<file path="src/vlt_pkg.sv">
// Package for the video line timing and interrupt block.
// Holds command codes, timing constants and the packed request layout.
// No dependencies.
package vlt_pkg;

  // Command codes carried in tuser
  localparam logic [1:0] CMD_RUN    = 2'd0;
  localparam logic [1:0] CMD_WRITE  = 2'd1;
  localparam logic [1:0] CMD_STATUS = 2'd2;

  localparam int unsigned CplW   = 10;
  localparam int unsigned AccW   = 16;
  localparam int unsigned LineW  = 9;
  localparam int unsigned InDataW  = 24;
  localparam int unsigned OutDataW = 40;

  localparam logic [CplW-1:0]  CPL_RESET       = 10'd227;
  localparam logic [7:0]       UNDERFLOW_MARK  = 8'hFF;
  localparam logic [LineW-1:0] FRAME_LINE      = 9'd193;
  localparam logic [LineW-1:0] JUMP_LINE       = 9'd219;
  localparam logic [7:0]       JUMP_TARGET     = 8'd213;
  localparam logic [LineW-1:0] LINES_PER_FRAME = 9'd262;
  localparam logic [LineW-1:0] VISIBLE_LINES   = 9'd192;
  localparam logic [7:0]       STATUS_ONES     = 8'd31;

  // Register numbers with side effects
  localparam logic [3:0] REG_MODE0  = 4'd0;
  localparam logic [3:0] REG_MODE1  = 4'd1;
  localparam logic [3:0] REG_VSCROLL = 4'd9;
  localparam logic [3:0] REG_LINECNT = 4'd10;

  // One request as held in the input register
  typedef struct packed {
    logic       collision_event;
    logic       overflow_event;
    logic [7:0] reg_value;
    logic [3:0] reg_index;
    logic [7:0] cycle_count;
    logic [1:0] cmd;
  } req_t;

endpackage

</file>
<file path="src/video_line_timing_and_interrupts_top.sv">
// Top level of the video line timing and interrupt block.
// Depends on vlt_pkg for command codes, constants and the request layout.
//
// Scanline timing and interrupt logic of a tile video chip. Each request on the
// slave stream is a command in tuser (0 run, 1 register write, 2 status read)
// with its operands in tdata; each request produces exactly one result on the
// master stream. A request is captured in an input register; when the result
// register can take it, all state (cycle accumulator, line and port counters,
// line down-counter, scroll latch, register file, pending flags) is updated by
// one short pass of logic whose outcome lands in the result register, which
// sits behind the input register. Throughput is one request per clock unless
// the result stream stalls. The input side keeps accepting while a result
// waits, until both registers are full. The user writes cycles_per_line through
// cfg_we_i/cfg_wdata_i only while idle; the block does not enforce this.
module video_line_timing_and_interrupts_top
  import vlt_pkg::*;
(
  input  logic                clk_i,
  input  logic                rst_ni,
  // configuration: cycles_per_line
  input  logic                cfg_we_i,
  input  logic [CplW-1:0]     cfg_wdata_i,
  // request stream
  input  logic                s_axis_tvalid_i,
  output logic                s_axis_tready_o,
  // tdata, low bit up: cycle_count[7:0], reg_index[11:8], reg_value[19:12],
  // overflow_event[20], collision_event[21], zero fill[23:22]
  input  logic [InDataW-1:0]  s_axis_tdata_i,
  // tuser: cmd[1:0]
  input  logic [1:0]          s_axis_tuser_i,
  // result stream
  output logic                m_axis_tvalid_o,
  input  logic                m_axis_tready_i,
  // tdata, low bit up: irq[0], status_byte[8:1], line_done[9], frame_start[10],
  // line_number[19:11], counter_port[27:20], scroll_value[35:28], zero[39:36]
  output logic [OutDataW-1:0] m_axis_tdata_o
);

  // Handshake and pipeline control
  logic in_valid_q;
  req_t req_q;
  logic out_valid_q;
  logic [OutDataW-1:0] out_data_q;
  logic advance;

  assign advance         = in_valid_q & (~out_valid_q | m_axis_tready_i);
  assign s_axis_tready_o = ~in_valid_q | advance;
  assign m_axis_tvalid_o = out_valid_q;
  assign m_axis_tdata_o  = out_data_q;

  // Architectural state
  logic [CplW-1:0]  cpl_q;
  logic [AccW-1:0]  acc_q, acc_d;
  logic [LineW-1:0] line_q, line_d;
  logic [7:0]       port_q, port_d;
  logic [7:0]       down_q, down_d;
  logic [7:0]       scroll_q, scroll_d;
  logic [7:0]       reg_q [16];
  logic             frame_pend_q, frame_pend_d;
  logic             line_pend_q, line_pend_d;
  logic             ovf_q, ovf_d;
  logic             col_q, col_d;

  // Per-request results
  logic [7:0]       status;
  logic             done;
  logic             frame;
  logic             irq;
  logic [AccW:0]    sum;
  logic [AccW-1:0]  acc_sat;
  logic [LineW-1:0] line_inc;
  logic [7:0]       down_dec;
  logic [7:0]       mode0, mode1;
  logic             reg_we;

  always_comb begin
    acc_d        = acc_q;
    line_d       = line_q;
    port_d       = port_q;
    down_d       = down_q;
    scroll_d     = scroll_q;
    frame_pend_d = frame_pend_q;
    line_pend_d  = line_pend_q;
    // sprite events land before the command so a status read sees them
    ovf_d        = ovf_q | req_q.overflow_event;
    col_d        = col_q | req_q.collision_event;
    status       = '0;
    done         = 1'b0;
    frame        = 1'b0;
    reg_we       = 1'b0;

    // saturating cycle accumulation
    sum      = {1'b0, acc_q} + {{(AccW + 1 - 8){1'b0}}, req_q.cycle_count};
    acc_sat  = sum[AccW] ? {AccW{1'b1}} : sum[AccW-1:0];
    line_inc = line_q + 1'b1;
    down_dec = down_q - 1'b1;

    case (req_q.cmd)
      CMD_RUN: begin
        acc_d = acc_sat;
        if (acc_sat >= {{(AccW - CplW){1'b0}}, cpl_q}) begin
          acc_d = acc_sat - {{(AccW - CplW){1'b0}}, cpl_q};
          done  = 1'b1;
          // line down-counter only runs on visible lines
          if (line_q < VISIBLE_LINES) begin
            down_d = down_dec;
            if (down_dec == UNDERFLOW_MARK) begin
              line_pend_d = 1'b1;
              down_d      = reg_q[REG_LINECNT];
            end
          end
          line_d = line_inc;
          port_d = port_q + 1'b1;
          if (line_inc == FRAME_LINE) begin
            frame_pend_d = 1'b1;
            scroll_d     = reg_q[REG_VSCROLL];
            down_d       = reg_q[REG_LINECNT];
            frame        = 1'b1;
          end else if (line_inc == JUMP_LINE) begin
            port_d = JUMP_TARGET;
          end else if (line_inc >= LINES_PER_FRAME) begin
            line_d = '0;
            port_d = '0;
          end
        end
      end
      CMD_WRITE: begin
        reg_we = 1'b1;
        // blanking writes take effect at once
        if (line_q >= VISIBLE_LINES) begin
          if (req_q.reg_index == REG_VSCROLL) scroll_d = req_q.reg_value;
          if (req_q.reg_index == REG_LINECNT) down_d = req_q.reg_value;
        end
      end
      CMD_STATUS: begin
        status       = STATUS_ONES | {frame_pend_q, ovf_d, col_d, 5'd0};
        frame_pend_d = 1'b0;
        line_pend_d  = 1'b0;
        ovf_d        = 1'b0;
        col_d        = 1'b0;
      end
      default: begin
        // unused command: no state change beyond the event flags
      end
    endcase

    // interrupt enables as they stand after this request's write
    mode0 = (reg_we && req_q.reg_index == REG_MODE0) ? req_q.reg_value : reg_q[REG_MODE0];
    mode1 = (reg_we && req_q.reg_index == REG_MODE1) ? req_q.reg_value : reg_q[REG_MODE1];
    irq   = (frame_pend_d & mode1[5]) | (line_pend_d & mode0[4]);
  end

  // Input register
  always_ff @(posedge clk_i or negedge rst_ni) begin
    if (!rst_ni) begin
      in_valid_q <= 1'b0;
    end else if (s_axis_tready_o) begin
      in_valid_q <= s_axis_tvalid_i;
    end
  end

  always_ff @(posedge clk_i) begin
    if (s_axis_tready_o && s_axis_tvalid_i) begin
      req_q <= '{collision_event: s_axis_tdata_i[21],
                 overflow_event:  s_axis_tdata_i[20],
                 reg_value:       s_axis_tdata_i[19:12],
                 reg_index:       s_axis_tdata_i[11:8],
                 cycle_count:     s_axis_tdata_i[7:0],
                 cmd:             s_axis_tuser_i};
    end
  end

  // Result register
  always_ff @(posedge clk_i or negedge rst_ni) begin
    if (!rst_ni) begin
      out_valid_q <= 1'b0;
    end else if (advance) begin
      out_valid_q <= 1'b1;
    end else if (m_axis_tready_i) begin
      out_valid_q <= 1'b0;
    end
  end

  always_ff @(posedge clk_i) begin
    if (advance) begin
      out_data_q <= {4'd0, scroll_d, port_d, line_d, frame, done, status, irq};
    end
  end

  // State update, one request per advance
  always_ff @(posedge clk_i or negedge rst_ni) begin
    if (!rst_ni) begin
      cpl_q        <= CPL_RESET;
      acc_q        <= '0;
      line_q       <= '0;
      port_q       <= '0;
      down_q       <= '0;
      scroll_q     <= '0;
      frame_pend_q <= 1'b0;
      line_pend_q  <= 1'b0;
      ovf_q        <= 1'b0;
      col_q        <= 1'b0;
      for (int i = 0; i < 16; i++) begin
        reg_q[i] <= '0;
      end
    end else begin
      if (cfg_we_i) begin
        cpl_q <= cfg_wdata_i;
      end
      if (advance) begin
        acc_q        <= acc_d;
        line_q       <= line_d;
        port_q       <= port_d;
        down_q       <= down_d;
        scroll_q     <= scroll_d;
        frame_pend_q <= frame_pend_d;
        line_pend_q  <= line_pend_d;
        ovf_q        <= ovf_d;
        col_q        <= col_d;
        if (reg_we) begin
          reg_q[req_q.reg_index] <= req_q.reg_value;
        end
      end
    end
  end

endmodule

</file>
<file path="config.mk">
export PLATFORM = sky130hd
export DESIGN_NAME = video_line_timing_and_interrupts_top
export DESIGN_NICKNAME = d
export VERILOG_FILES = /design/src/vlt_pkg.sv /design/src/video_line_timing_and_interrupts_top.sv
export SDC_FILE = /design/constraint.sdc
export NUM_CORES = 1
export LEC_CHECK = 0
export BUFFER_PORTS_ARGS = -buffer_cell sky130_fd_sc_hd__buf_2
export CORE_MARGIN = 4
export CORE_UTILIZATION = 43
export DETAILED_ROUTE_END_ITERATION = 10
export GPL_ROUTABILITY_DRIVEN = 0
export PLACE_DENSITY_LB_ADDON = 0.08
export SLEW_MARGIN = 20
export SYNTH_ARGS = -nofsm -noshare
export SYNTH_HDL_FRONTEND = slang
export SYNTH_SLANG_ARGS = --single-unit
</file>
<file path="constraint.sdc">
create_clock -name clk_i -period 6 [get_ports clk_i]
set_input_delay 0 -clock clk_i [delete_from_list [all_inputs] [get_ports clk_i]]
set_output_delay 0 -clock clk_i [all_outputs]
set_load 0.1 [all_outputs]
</file>
# ---- Word-level counts from Yosys, hierarchy flattened
# Cells that the tools add are included.
# Widths: inputs -> output; s select.
dict set report totals {
  register_bits 253
  output_inout_bits 42
}
dict set report op_classes {
  n_addsub 5
  order_cmp 6
  eq_ne 12
  mux 44
  bitwise 11
  n_reduce_logical 12
}
# operator n
set op_table {}
lappend op_table {{$bwmux 128} 1}
lappend op_table {{$mux 8} 16}
lappend op_table {{$mux 9} 5}
lappend op_table {{$demux 8 s4} 1}
lappend op_table {{$mux 16} 2}
lappend op_table {{$pmux 8 s2} 2}
lappend op_table {{$eq 9x8->1 const B} 2}
lappend op_table {{$add 16x8->17} 1}
lappend op_table {{$ge 16x10->1} 1}
lappend op_table {{$sub 16x10->16} 1}
lappend op_table {{$mux 1} 12}
lappend op_table {{$mux 5} 2}
lappend op_table {{$add 9x1->9 const B} 1}
lappend op_table {{$ge 9x8->1 const B} 1}
lappend op_table {{$ge 9x9->1 const B} 1}
lappend op_table {{$lt 9x8->1 const B} 1}
lappend op_table {{$add 8x1->8 const B} 1}
lappend op_table {{$eq 4x4->1 const B} 2}
lappend op_table {{$eq 8x8->1 const B} 1}
lappend op_table {{$sub 8x1->8 const B} 1}
lappend op_table {{$mux 6} 1}
lappend op_table {{$ne 2x2->1 const B} 3}
lappend op_table {{$reduce_and 2->1} 3}
lappend op_table {{$reduce_and 6->1} 1}
lappend op_table {{15 further kinds} 27}

# ---- Longest topological paths before layout
# Gate-level depths: netlist of run 1.
dict set report depth {
  depth_word 8
  mapped_depth 21
  depth_no_buf 19
}

# ---- Worst setup path after synthesis of run 1
# Ideal clock, no wire load.
dict set report synth_timing {
  kind {reg2reg}
  start {reg req_q[2] in the netlist's numbering}
  end {reg acc_q[13]}
  setup_time_ps 125
  arrival_ps 4668
  required_time_ps 5875
  path_slack_ps 1207
  path_stages_with_launch 18
  cell_sequence {edfxtp_1 ha_1 fa_1 a211oi_2 o211ai_2 and3_1 or2_2 fa_1 a211oi_1 o21ai_1 a21oi_1 a21oi_1 or3_4 or4_4 buf_6 and4_1 o21ai_2 mux2_4}
}
dict set report synth_between {
  elab_chain_len 4
  word_cells_on_any_way 5
  cone_classes {2 x add/sub; 1 x order compare; 2 x mux}
}
# element line
set synth_lines {}
lappend synth_lines {{start, declared} video_line_timing_and_interrupts_top.sv:41} ;# req_t req_q;
lappend synth_lines {{start signal, assigned} video_line_timing_and_interrupts_top.sv:164} ;# req_q <= '{collision_event: s_axis_tdata_i[21],
lappend synth_lines {{$add 16x8->17 *} video_line_timing_and_interrupts_top.sv:93} ;# sum = {1'b0, acc_q} + {{(AccW + 1 - 8){1'b0}}, req_q.cycle_count};
lappend synth_lines {{$mux 16 *} video_line_timing_and_interrupts_top.sv:94} ;# acc_sat = sum[AccW] ? {AccW{1'b1}} : sum[AccW-1:0];
lappend synth_lines {{$sub 16x10->16 or $ge 16x10->1 (tied branches)} {video_line_timing_and_interrupts_top.sv:102, video_line_timing_and_interrupts_top.sv:101}}
lappend synth_lines {{$mux 16 *} video_line_timing_and_interrupts_top.sv:101} ;# if (acc_sat >= {{(AccW - CplW){1'b0}}, cpl_q}) begin
lappend synth_lines {{end signal, assigned} video_line_timing_and_interrupts_top.sv:194} ;# acc_q <= '0;
lappend synth_lines {{end signal, assigned} video_line_timing_and_interrupts_top.sv:211} ;# acc_q <= acc_d;
lappend synth_lines {{end, declared} video_line_timing_and_interrupts_top.sv:53} ;# logic [AccW-1:0] acc_q, acc_d;
# Mark *: on every way between the ends. The rest lies on a longest branch, timed or not.
# A chain may end at the register's enable or synchronous reset.

# ---- Final worst setup path of run 1
dict set report layout_timing {
  start {reg req_q[2] in the netlist's numbering}
  end {reg line_q[6]}
}
dict set report layout_between {
  elab_chain_len 5
}
# element line
set layout_lines {}
lappend layout_lines {{$add 16x8->17} video_line_timing_and_interrupts_top.sv:93}
lappend layout_lines {{$mux 16} video_line_timing_and_interrupts_top.sv:94}
lappend layout_lines {{$ge 16x10->1} video_line_timing_and_interrupts_top.sv:101}
lappend layout_lines {{$mux 9} video_line_timing_and_interrupts_top.sv:101}
lappend layout_lines {{$mux 9} video_line_timing_and_interrupts_top.sv:98} ;# case (req_q.cmd)
lappend layout_lines {{end signal, assigned} video_line_timing_and_interrupts_top.sv:212} ;# line_q <= line_d;
lappend layout_lines {{end, declared} video_line_timing_and_interrupts_top.sv:54} ;# logic [LineW-1:0] line_q, line_d;
# Every way passes these cells.

==> impl_metrics.ini, run 1 <==
[synthesis]
synth.yosys.seq_area_share_pct = 47.7
syn_area_um2 = 7890
yosys_warnings = 0
async_flop_share_pct = 59.7
synth.distinct_cells = 71
synthCells = 816
synth-edff-count = 56
synthFlopType = dfrtp_1
ys_seq_elements = 139
synth_area_per_cell_um2 = 9.67

[timing]
relSlewSlack_pct = 31.1
final_hold_viol_count = 0
final.min_clock_period_ps = 5400
setup_slack_ps = 605
rsz0062_at_grt = no
skew_ps = 9.11
tns_ps = 0
max_freq_mhz = 185
min_period_over_period_pct = 89.9
drv_slew = 0
worstMarginPinSlew_ps = 1030
finalSetupViolations = 0

[floorplan]
die_area_um2 = 20600
coreArea_um2 = 18000
die-height_um = 143
initial_core_util_pct = 43.8
rows = 49
boundaryPins = 83
chipWidth_um = 143

[clock_network]
cts_resized = 0
cts_tree = yes
cts_root_buf = clkbuf_16
ctsHtreeMaxLevel = 4
clock-sinks = 139
ctsLongestPathBuffers = 2
clk_latency_ps = 420
cts_buffers = 17
cts.clk_slew.worst_paths_ps = 60

[power_and_ir_drop]
pwr-share-clk_pct = 25.7
total_power_w = 0.00417
switching_share_pct = 39.9
switching_power_w = 0.00167
power_density_nw_per_um2 = 435
power.leakage_nw = 3.99
intPower_w = 0.00250
combPwrFrac_pct = 42.0
peakVddDrop_mv = 0.300
seq_power_share_pct = 32.3

[routing]
dr_total_vias = 6503
firstDrtPassIters = 5
wl_per_cell_um = 15.7
viasPerCell = 5.54
drt_iter0_markers = 502
postRouteAntennaNets = 0
drc_errors = 0
wl_mm = 18.5

[grt]
grt_antenna_before_repair = 0
grt_pass1_wl_mm = 31.2
grt_max_degree = 57
grt_usage_pct = 18.8
grt_overflow_total = 0
grt_pass1_vias = 6408

[worst_setup_path]
r2r_start = req_q[2]
crit_type = reg -> reg
cp.arrival_ps = 5680
crit_slowest_cell = or4_4
startpoint_type = flip-flop
end_kind = flip-flop
path_cells = ha_1 -> fa_1 -> a211oi_2 -> o211ai_2 -> and3_1 -> nor2_1 -> ha_1 -> inv_1 -> fa_1 -> a211oi_1 -> o21ai_1 -> a21oi_1 -> a21oi_1 -> or3_4 -> or4_4 -> nand3_2 -> or2_2 -> o21ai_0
startpoint = req_q[2]
max_stage_delay_ps = 660
worst-path-max-fanout = 27
required_ps = 6290

[worst_hold_path]
hold_class = in -> async

[job]
maxCapViolations = 0

[cells_and_area]
synthToLayoutAreaGrowth_pct = 21.5
fin_util_pct = 53.2
fin_area_um2 = 9580
finalNetCount = 1000
layout-drive-gt1-share_pct = 17.5
num_antenna_cells = 0

[placement]
dpl.hpwl_mm = 12.8
placed_cell_area_um2 = 8400
dp_slack_ps = 614
port_buffers = 76

[status]
status = finished clean
==> kinds of logic after synthesis <==
logic type,share of synthesized area (%)
and+or+nand+nor,17.3
other,0.0475
muxes,5.11
DFF,47.7
AOI/OAI and AO/OA,17.9
adders and majority gates,4.47
buffers and inverters,4.35
xor gates and xnor gates,3.11
==> final timing paths <==
path | endpoint | slack [ps] | cells after the start
max in group asynchronous | line_q[0] | 4860 | 3
min in group clk_i | cpl_q[0] | 60 | 2
min reg2reg | acc_q[0] | 490 | 2
min | port_q[4] | 40 | 2
max | line_q[6] | 600 | 18
max reg2reg | line_q[6] | 600 | 18
==> flip-flops by register name (all words and copies together), names as in the netlist <==
register and flops:
m_axis_tdata_o 32, req_q 24, reg_q 18, acc_q 16, cpl_q 10, line_q 9
down_q 8, port_q 8, scroll_q 8, col_q 1, frame_pend_q 1, in_valid_q 1
line_pend_q 1, m_axis_tvalid_o 1, ovf_q 1
==> cell usage in the layout, fill, tap and decap left out, types with 15 or more instances in the layout <==
master,instances
a21oi_1,28
a22oi_1,15
buf_2,75
clkbuf_16,21
dfrtp_1,78
dlygate4sd3_1,56
edfxtp_1,56
ha_1,25
inv_1,29
mux2_2,22
nand2_1,91
nand3_1,20
nor2_1,77
nor3_1,25
o21ai_0,98
xnor2_1,19
==> cell usage after synthesis (19+ instances only) <==
cell      count  area (µm²)
a21oi_1      28         140
clkbuf_1     23        86.3
dfrtp_1      78        1950
edfxtp_1     56        1680
ha_1         25         313
inv_1        29         109
mux2_2       22         248
nand2_1      91         342
nand3_1      20         100
nor2_1       77         289
nor3_1       25         125
o21ai_0      98         490
xnor2_1      19         166
==> timing repair <==
action | in CTS | in global routing
setup buffers | 0 | 0
hold endpoints to repair | 63 | 0
endpoints found under the setup margin | 0 | 0
hold buffers | 56 | 0
==> worst max-delay path: cells and delay by family (launching register included) <==
family	cells	cell delay (ps)
buf+inv	1	60
simple gates	6	2110
fa+ha+maj	4	1320
compound gates	7	1380
flops	1	360
==> stage by stage <==
step | hold slack (ps) | instances
6_report | 38.7 | 1174
5_1_grt | 57.7 | 1174
4_1_cts | 35.5 | 1174
3_5_place_dp | -48.7 | 1086
3_3_place_gp | -57.8 | 1086
2_1_floorplan | -296 | 819
==> power by group through the flow <==
| stage | clock [W] | combinational (W) | sequential [W] |
|---|---|---|---|
| finish | 0.00107 | 0.00175 | 0.00134 |
| global route | 0.00115 | 0.00198 | 0.00137 |
| CTS | 0.00110 | 0.00176 | 0.00134 |
| detailed placement | 0 | 0.00172 | 0.00136 |
| global placement | 0 | 0.00169 | 0.00135 |
| floorplan | 0 | 0.00125 | 0.00148 |
==> layer usage <==
| metal | part of all wire (%) | track usage, % | vias to the layer above |
|---|---|---|---|
| met5 | 0 | 0 | - |
| met4 | 1.1 | 4.71 | 0 |
| met3 | 4.5 | 4.23 | 16 |
| met2 | 48 | 31.5 | 141 |
| met1 | 46 | 24.9 | 3152 |
| li1 | - | - | 3194 |
==> cell type report <==
class,count,area [µm²]
multi-input combinational,605,3800
clock inverter,9,67.6
tap,229,287
fill,1635,8440
inverter,30,113
timing repair buffer,139,996
sequential,139,3760
clock buffer,23,553
(Power assumes the default switching activity.)
==> run 2: changes to the inputs <==
--- a/config.mk
+++ b/config.mk
@@ -7,7 +7,7 @@
 export LEC_CHECK = 0
 export BUFFER_PORTS_ARGS = -buffer_cell sky130_fd_sc_hd__buf_2
 export CORE_MARGIN = 4
-export CORE_UTILIZATION = 43
+export CORE_UTILIZATION = 25
 export DETAILED_ROUTE_END_ITERATION = 10
 export GPL_ROUTABILITY_DRIVEN = 0
 export PLACE_DENSITY_LB_ADDON = 0.08
==> impl_metrics.ini, run 2 (same netlist as run 1, synthesis figures left out) <==
[routing]
postRouteAntennaNets = 0
wl_per_cell_um = 16.1
drt_iter0_markers = 351
viasPerCell = 4.71
drc_errors = 0
firstDrtPassIters = 4
dr_total_vias = 6333
wl_mm = 21.6

[clock_network]
cts.clk_slew.worst_paths_ps = 70
cts_root_buf = clkbuf_16
clk_latency_ps = 430
ctsHtreeMaxLevel = 4
cts_tree = yes
ctsLongestPathBuffers = 2
clock-sinks = 139
cts_buffers = 17

[timing]
worstMarginPinSlew_ps = 968
skew_ps = 11.5
setup_slack_ps = 540
tns_ps = 0
min_period_over_period_pct = 91.0
relSlewSlack_pct = 34.9
rsz0062_at_grt = no
finalSetupViolations = 0
max_freq_mhz = 183
final.min_clock_period_ps = 5460
final_hold_viol_count = 0
drv_slew = 0

[placement]
dpl.cell_count = 1256
port_buffers = 76
placed_cell_area_um2 = 8630
dp_slack_ps = 369
dpl.hpwl_mm = 15.0

[worst_setup_path]
max_stage_delay_ps = 660
end_kind = flip-flop
crit_type = reg -> reg
cp.arrival_ps = 5620
path_cells = ha_1 -> fa_1 -> a211oi_2 -> o211ai_2 -> and3_1 -> nor2_1 -> ha_1 -> inv_1 -> fa_1 -> a211oi_1 -> o21ai_1 -> a21oi_2 -> a21oi_1 -> or3_4 -> or4_4 -> nand2_2 -> inv_1 -> nand2b_1 -> o21ai_0
worst-path-max-fanout = 14
startpoint_type = flip-flop
required_ps = 6160
crit_slowest_cell = or4_4

[grt]
grt_max_degree = 61
grt_pass1_wl_mm = 34.6
grt_usage_pct = 12.9
grt_antenna_before_repair = 0
grt_overflow_total = 0
grt_pass1_vias = 6211

[floorplan]
initial_core_util_pct = 25.6
boundaryPins = 83
die_area_um2 = 34500
rows = 64
chipWidth_um = 186
coreArea_um2 = 30800
die-height_um = 186

[power_and_ir_drop]
power.leakage_nw = 3.99
peakVddDrop_mv = 0.217
power_density_nw_per_um2 = 429

[cells_and_area]
final.fill_count = 3171
fin_cells = 1344
num_antenna_cells = 0
largest_reg_flops = 32
fin_area_um2 = 9790
multi_input_area_um2 = 3800
regArea_um2 = 3760
synthToLayoutAreaGrowth_pct = 24.1
finalNetCount = 1003
final_common_cell = o21ai_0
layout_common_cells = 98 x o21ai_0, 91 x nand2_1, 78 x dfrtp_1, 77 x nor2_1, 75 x buf_2
layout-drive-gt1-share_pct = 17.8

[job]
maxCapViolations = 0

[worst_hold_path]
hold_class = in -> async

[status]
status = finished clean
[run 2: worst paths after layout]
kind,from,endpoint,slack (ps),cells after the start
max reg2reg,req_q[2],m_axis_tdata_o[17],540,19
max,req_q[2],m_axis_tdata_o[17],540,19
max in group asynchronous,rst_ni,scroll_q[5],4790,3
min in group clk_i,cfg_we_i,cpl_q[0],60,2
min reg2reg,in_valid_q,m_axis_tvalid_o,490,1
min,rst_ni,port_q[6],20,2
[run 2: through the flow]
step,util [%],total power [W],hold slack (ps)
6_report,31.7,0.00420,23.8
5_1_grt,31.7,0.00455,47.1
4_1_cts,31.7,0.00427,21.2
3_5_place_dp,28.0,0.00315,-54.4
3_3_place_gp,28.0,0.00317,-52.0
2_1_floorplan,-,0.00273,-296
[run 2: layout make-up]
| type | count | area share, % |
|---|---|---|
| Clock buffer | 21 | 5.25 |
| Timing Repair Buffer | 142 | 10.4 |
| Sequential cell | 139 | 38.5 |
| Inverter | 30 | 1.15 |
| Tap cell | 396 | 5.06 |
| Clock inverter | 11 | 0.793 |
| Multi-Input combinational cell | 605 | 38.9 |
[run 2: power breakdown]
part | switching (W) | total, W | leakage [nW] | internal [W]
Sequential | 0.000170 | 0.00134 | 1.59 | 0.00117
Clock | 0.000439 | 0.00106 | 0.295 | 0.000616
Combinational | 0.00112 | 0.00181 | 2.11 | 0.000685
[run 2: timing repair]
item	in CTS	in global routing
endpoints found under the setup margin	0	5
buffers inserted	0	0
hold endpoints to repair	59	0
gates resized for setup	0	1
hold buffers	56	0
[run 2: routing by layer]
| layer | wire length [µm] | GRT usage (%) | up-vias |
|---|---|---|---|
| li1 | - | - | 3197 |
| met1 | 10600 | 17.5 | 3022 |
| met2 | 10100 | 20.9 | 101 |
| met3 | 722 | 2.64 | 13 |
| met4 | 215 | 3.41 | 0 |
| met5 | 0 | 0 | - |
[run 2: critical path: cells and delay by family (launching register included)]
family | cells | cell delay [ps]
adder cells (fa/ha/maj) | 4 | 1330
flip-flops | 1 | 390
buffers and inverters | 2 | 200
AO/OA/AOI/OAI | 7 | 1330
AND/OR/NAND/NOR | 6 | 1960
==> run 3: changes to the inputs <==
==> constraint.sdc (replaced) <==
create_clock -name clk_i -period 6 [get_ports clk_i]
set_input_delay 1.5 -clock clk_i [delete_from_list [all_inputs] [get_ports clk_i]]
set_output_delay 1.5 -clock clk_i [all_outputs]
set_load 0.1 [all_outputs]
==> impl_metrics.ini, run 3 (same netlist as run 1, synthesis figures left out) <==
[status]
status = finished clean

[timing]
finalSetupViolations = 0
relSlewSlack_pct = 35.6
drv_slew = 0
worstMarginPinSlew_ps = 966
max_freq_mhz = 178
skew_ps = 11.5
min_period_over_period_pct = 93.8
final_hold_viol_count = 0
tns_ps = 0
rsz0062_at_grt = no
final.min_clock_period_ps = 5630

[worst_setup_path]
startpoint_type = flip-flop
r2r_cells = 19
cp.arrival_ps = 5780
r2r_slack_ps = 370
required_ps = 6150
crit_type = reg -> reg
rr_endpoint = m_axis_tdata_o[16]
worst-path-max-fanout = 29
end_kind = flip-flop
r2r_start = req_q[2]

[clock_network]
clk_latency_ps = 430
cts_buffers = 17
cts_tree = yes
cts.clk_slew.worst_paths_ps = 60
cts_setup_buffers = 0
clock-sinks = 139
postCtsHoldBufs = 0
cts_resized = 0
cts_root_buf = clkbuf_16
ctsLongestPathBuffers = 2
ctsHtreeMaxLevel = 4

[cells_and_area]
finalNetCount = 947
num_antenna_cells = 0
fin_util_pct = 30.0
final.fill_count = 3252
final_common_cell = o21ai_0
layout-drive-gt1-share_pct = 18.8
multi_input_area_um2 = 3810
fin_cells = 1288
synthToLayoutAreaGrowth_pct = 17.2
largest_reg_flops = 32
layout_common_cells = 98 x o21ai_0, 91 x nand2_1, 78 x dfrtp_1, 77 x nor2_1, 75 x buf_2
regArea_um2 = 3760

[worst_hold_path]
hold_class = reg -> reg
whs_endpoint = line_pend_q
min_path_cells = 2
min_from = line_pend_q

[power_and_ir_drop]
power.leakage_nw = 3.76
power_density_nw_per_um2 = 454
total_power_w = 0.00420
peakVddDrop_mv = 0.193

[placement]
dpl.hpwl_mm = 14.8
port_buffers = 76
dpl.cell_count = 1256

[routing]
firstDrtPassIters = 5
route.met2.wl_mm = 9.77
drt_iter0_markers = 402
drc_errors = 0
top_layer = met4
viasPerCell = 4.79
route.met3.wl_um = 774
postRouteAntennaNets = 0
wl_mm = 21.1
dr_total_vias = 6172
wl_per_cell_um = 16.4
wl_met1_mm = 10.3

[floorplan]
chipWidth_um = 186
coreArea_um2 = 30800
die-height_um = 186
die_area_um2 = 34500
rows = 64
initial_core_util_pct = 25.6
boundaryPins = 83

[grt]
grt_usage_pct = 12.9
grt_max_degree = 52
grt_pass1_vias = 6361
grt_pass1_wl_mm = 35.1
grt_antenna_before_repair = 0
grt_overflow_total = 0

[job]
maxCapViolations = 0
==> run 3: cell count changes in the layout (fill, tap and decap cells not counted), sizes merged <==
cell	change
inv	+2
dlygate4sd3	-56
clkinv	-2
clkinvlp	+1
clkbuf	-3
bufinv	+2
==> run 3: through the flow <==
step           cell area (µm²)  setup WS, ps  hold WS [ps]
3_3_place_gp              8640           426           461
5_1_grt                   9250          47.8           519
3_5_place_dp              8640           382           472
6_report                  9250           373           485
4_1_cts                   9240           337           488
2_1_floorplan             7900          1210           445
==> run 3: layout make-up <==
class / count / area share (%)
clock buffers: 18 / 4.75
clock inverters: 14 / 1.73
inverters: 30 / 1.22
multi-input cells: 605 / 41.2
flip-flops and latches: 139 / 40.7
well taps: 396 / 5.36
repair buffers: 86 / 5.09
==> run 3: metal layers <==
metal  global-route usage, %  up-vias
met2                    20.7      116
met3                    2.33       14
met5                       0        -
met1                    18.0     2967
met4                    3.26        0
li1                        -     3075
==> run 3: worst max-delay path by stage <==
| stage | start | slack (ps) | cells after the start | endpoint |
|---|---|---|---|---|
| 2_1_floorplan | req_q[2] | 1210 | 17 | acc_q[13] |
| 3_3_place_gp | req_q[2] | 430 | 19 | m_axis_tdata_o[16] |
| 3_5_place_dp | req_q[2] | 380 | 18 | m_axis_tdata_o[16] |
| 4_1_cts | req_q[2] | 340 | 18 | m_axis_tdata_o[16] |
| 5_1_grt | req_q[2] | 50 | 18 | m_axis_tdata_o[16] |
| 6_report | req_q[2] | 370 | 19 | m_axis_tdata_o[16] |
==> run 3: report_power, final <==
part           switching (W)  total, W  internal (W)  leakage (nW)
clock               0.000459   0.00109      0.000633         0.287
combinational        0.00111   0.00177      0.000655          1.89
sequential          0.000169   0.00134       0.00117          1.59
total                0.00174   0.00420       0.00246          3.76
==> run 3: worst max-delay path: stages, from the launching register on <==
cell,delay (ps)
edfxtp_1,410
ha_1,260
fa_1,450
a211oi_2,310
o211ai_2,170
and3_1,260
nor2_1,160
ha_1,200
inv_1,50
fa_1,430
a211oi_1,290
o21ai_1,150
a21oi_1,310
a21oi_1,180
or3_4,390
or4_4,660
nand2_2,110
buf_4,290
o21ai_0,140
o41ai_1,130
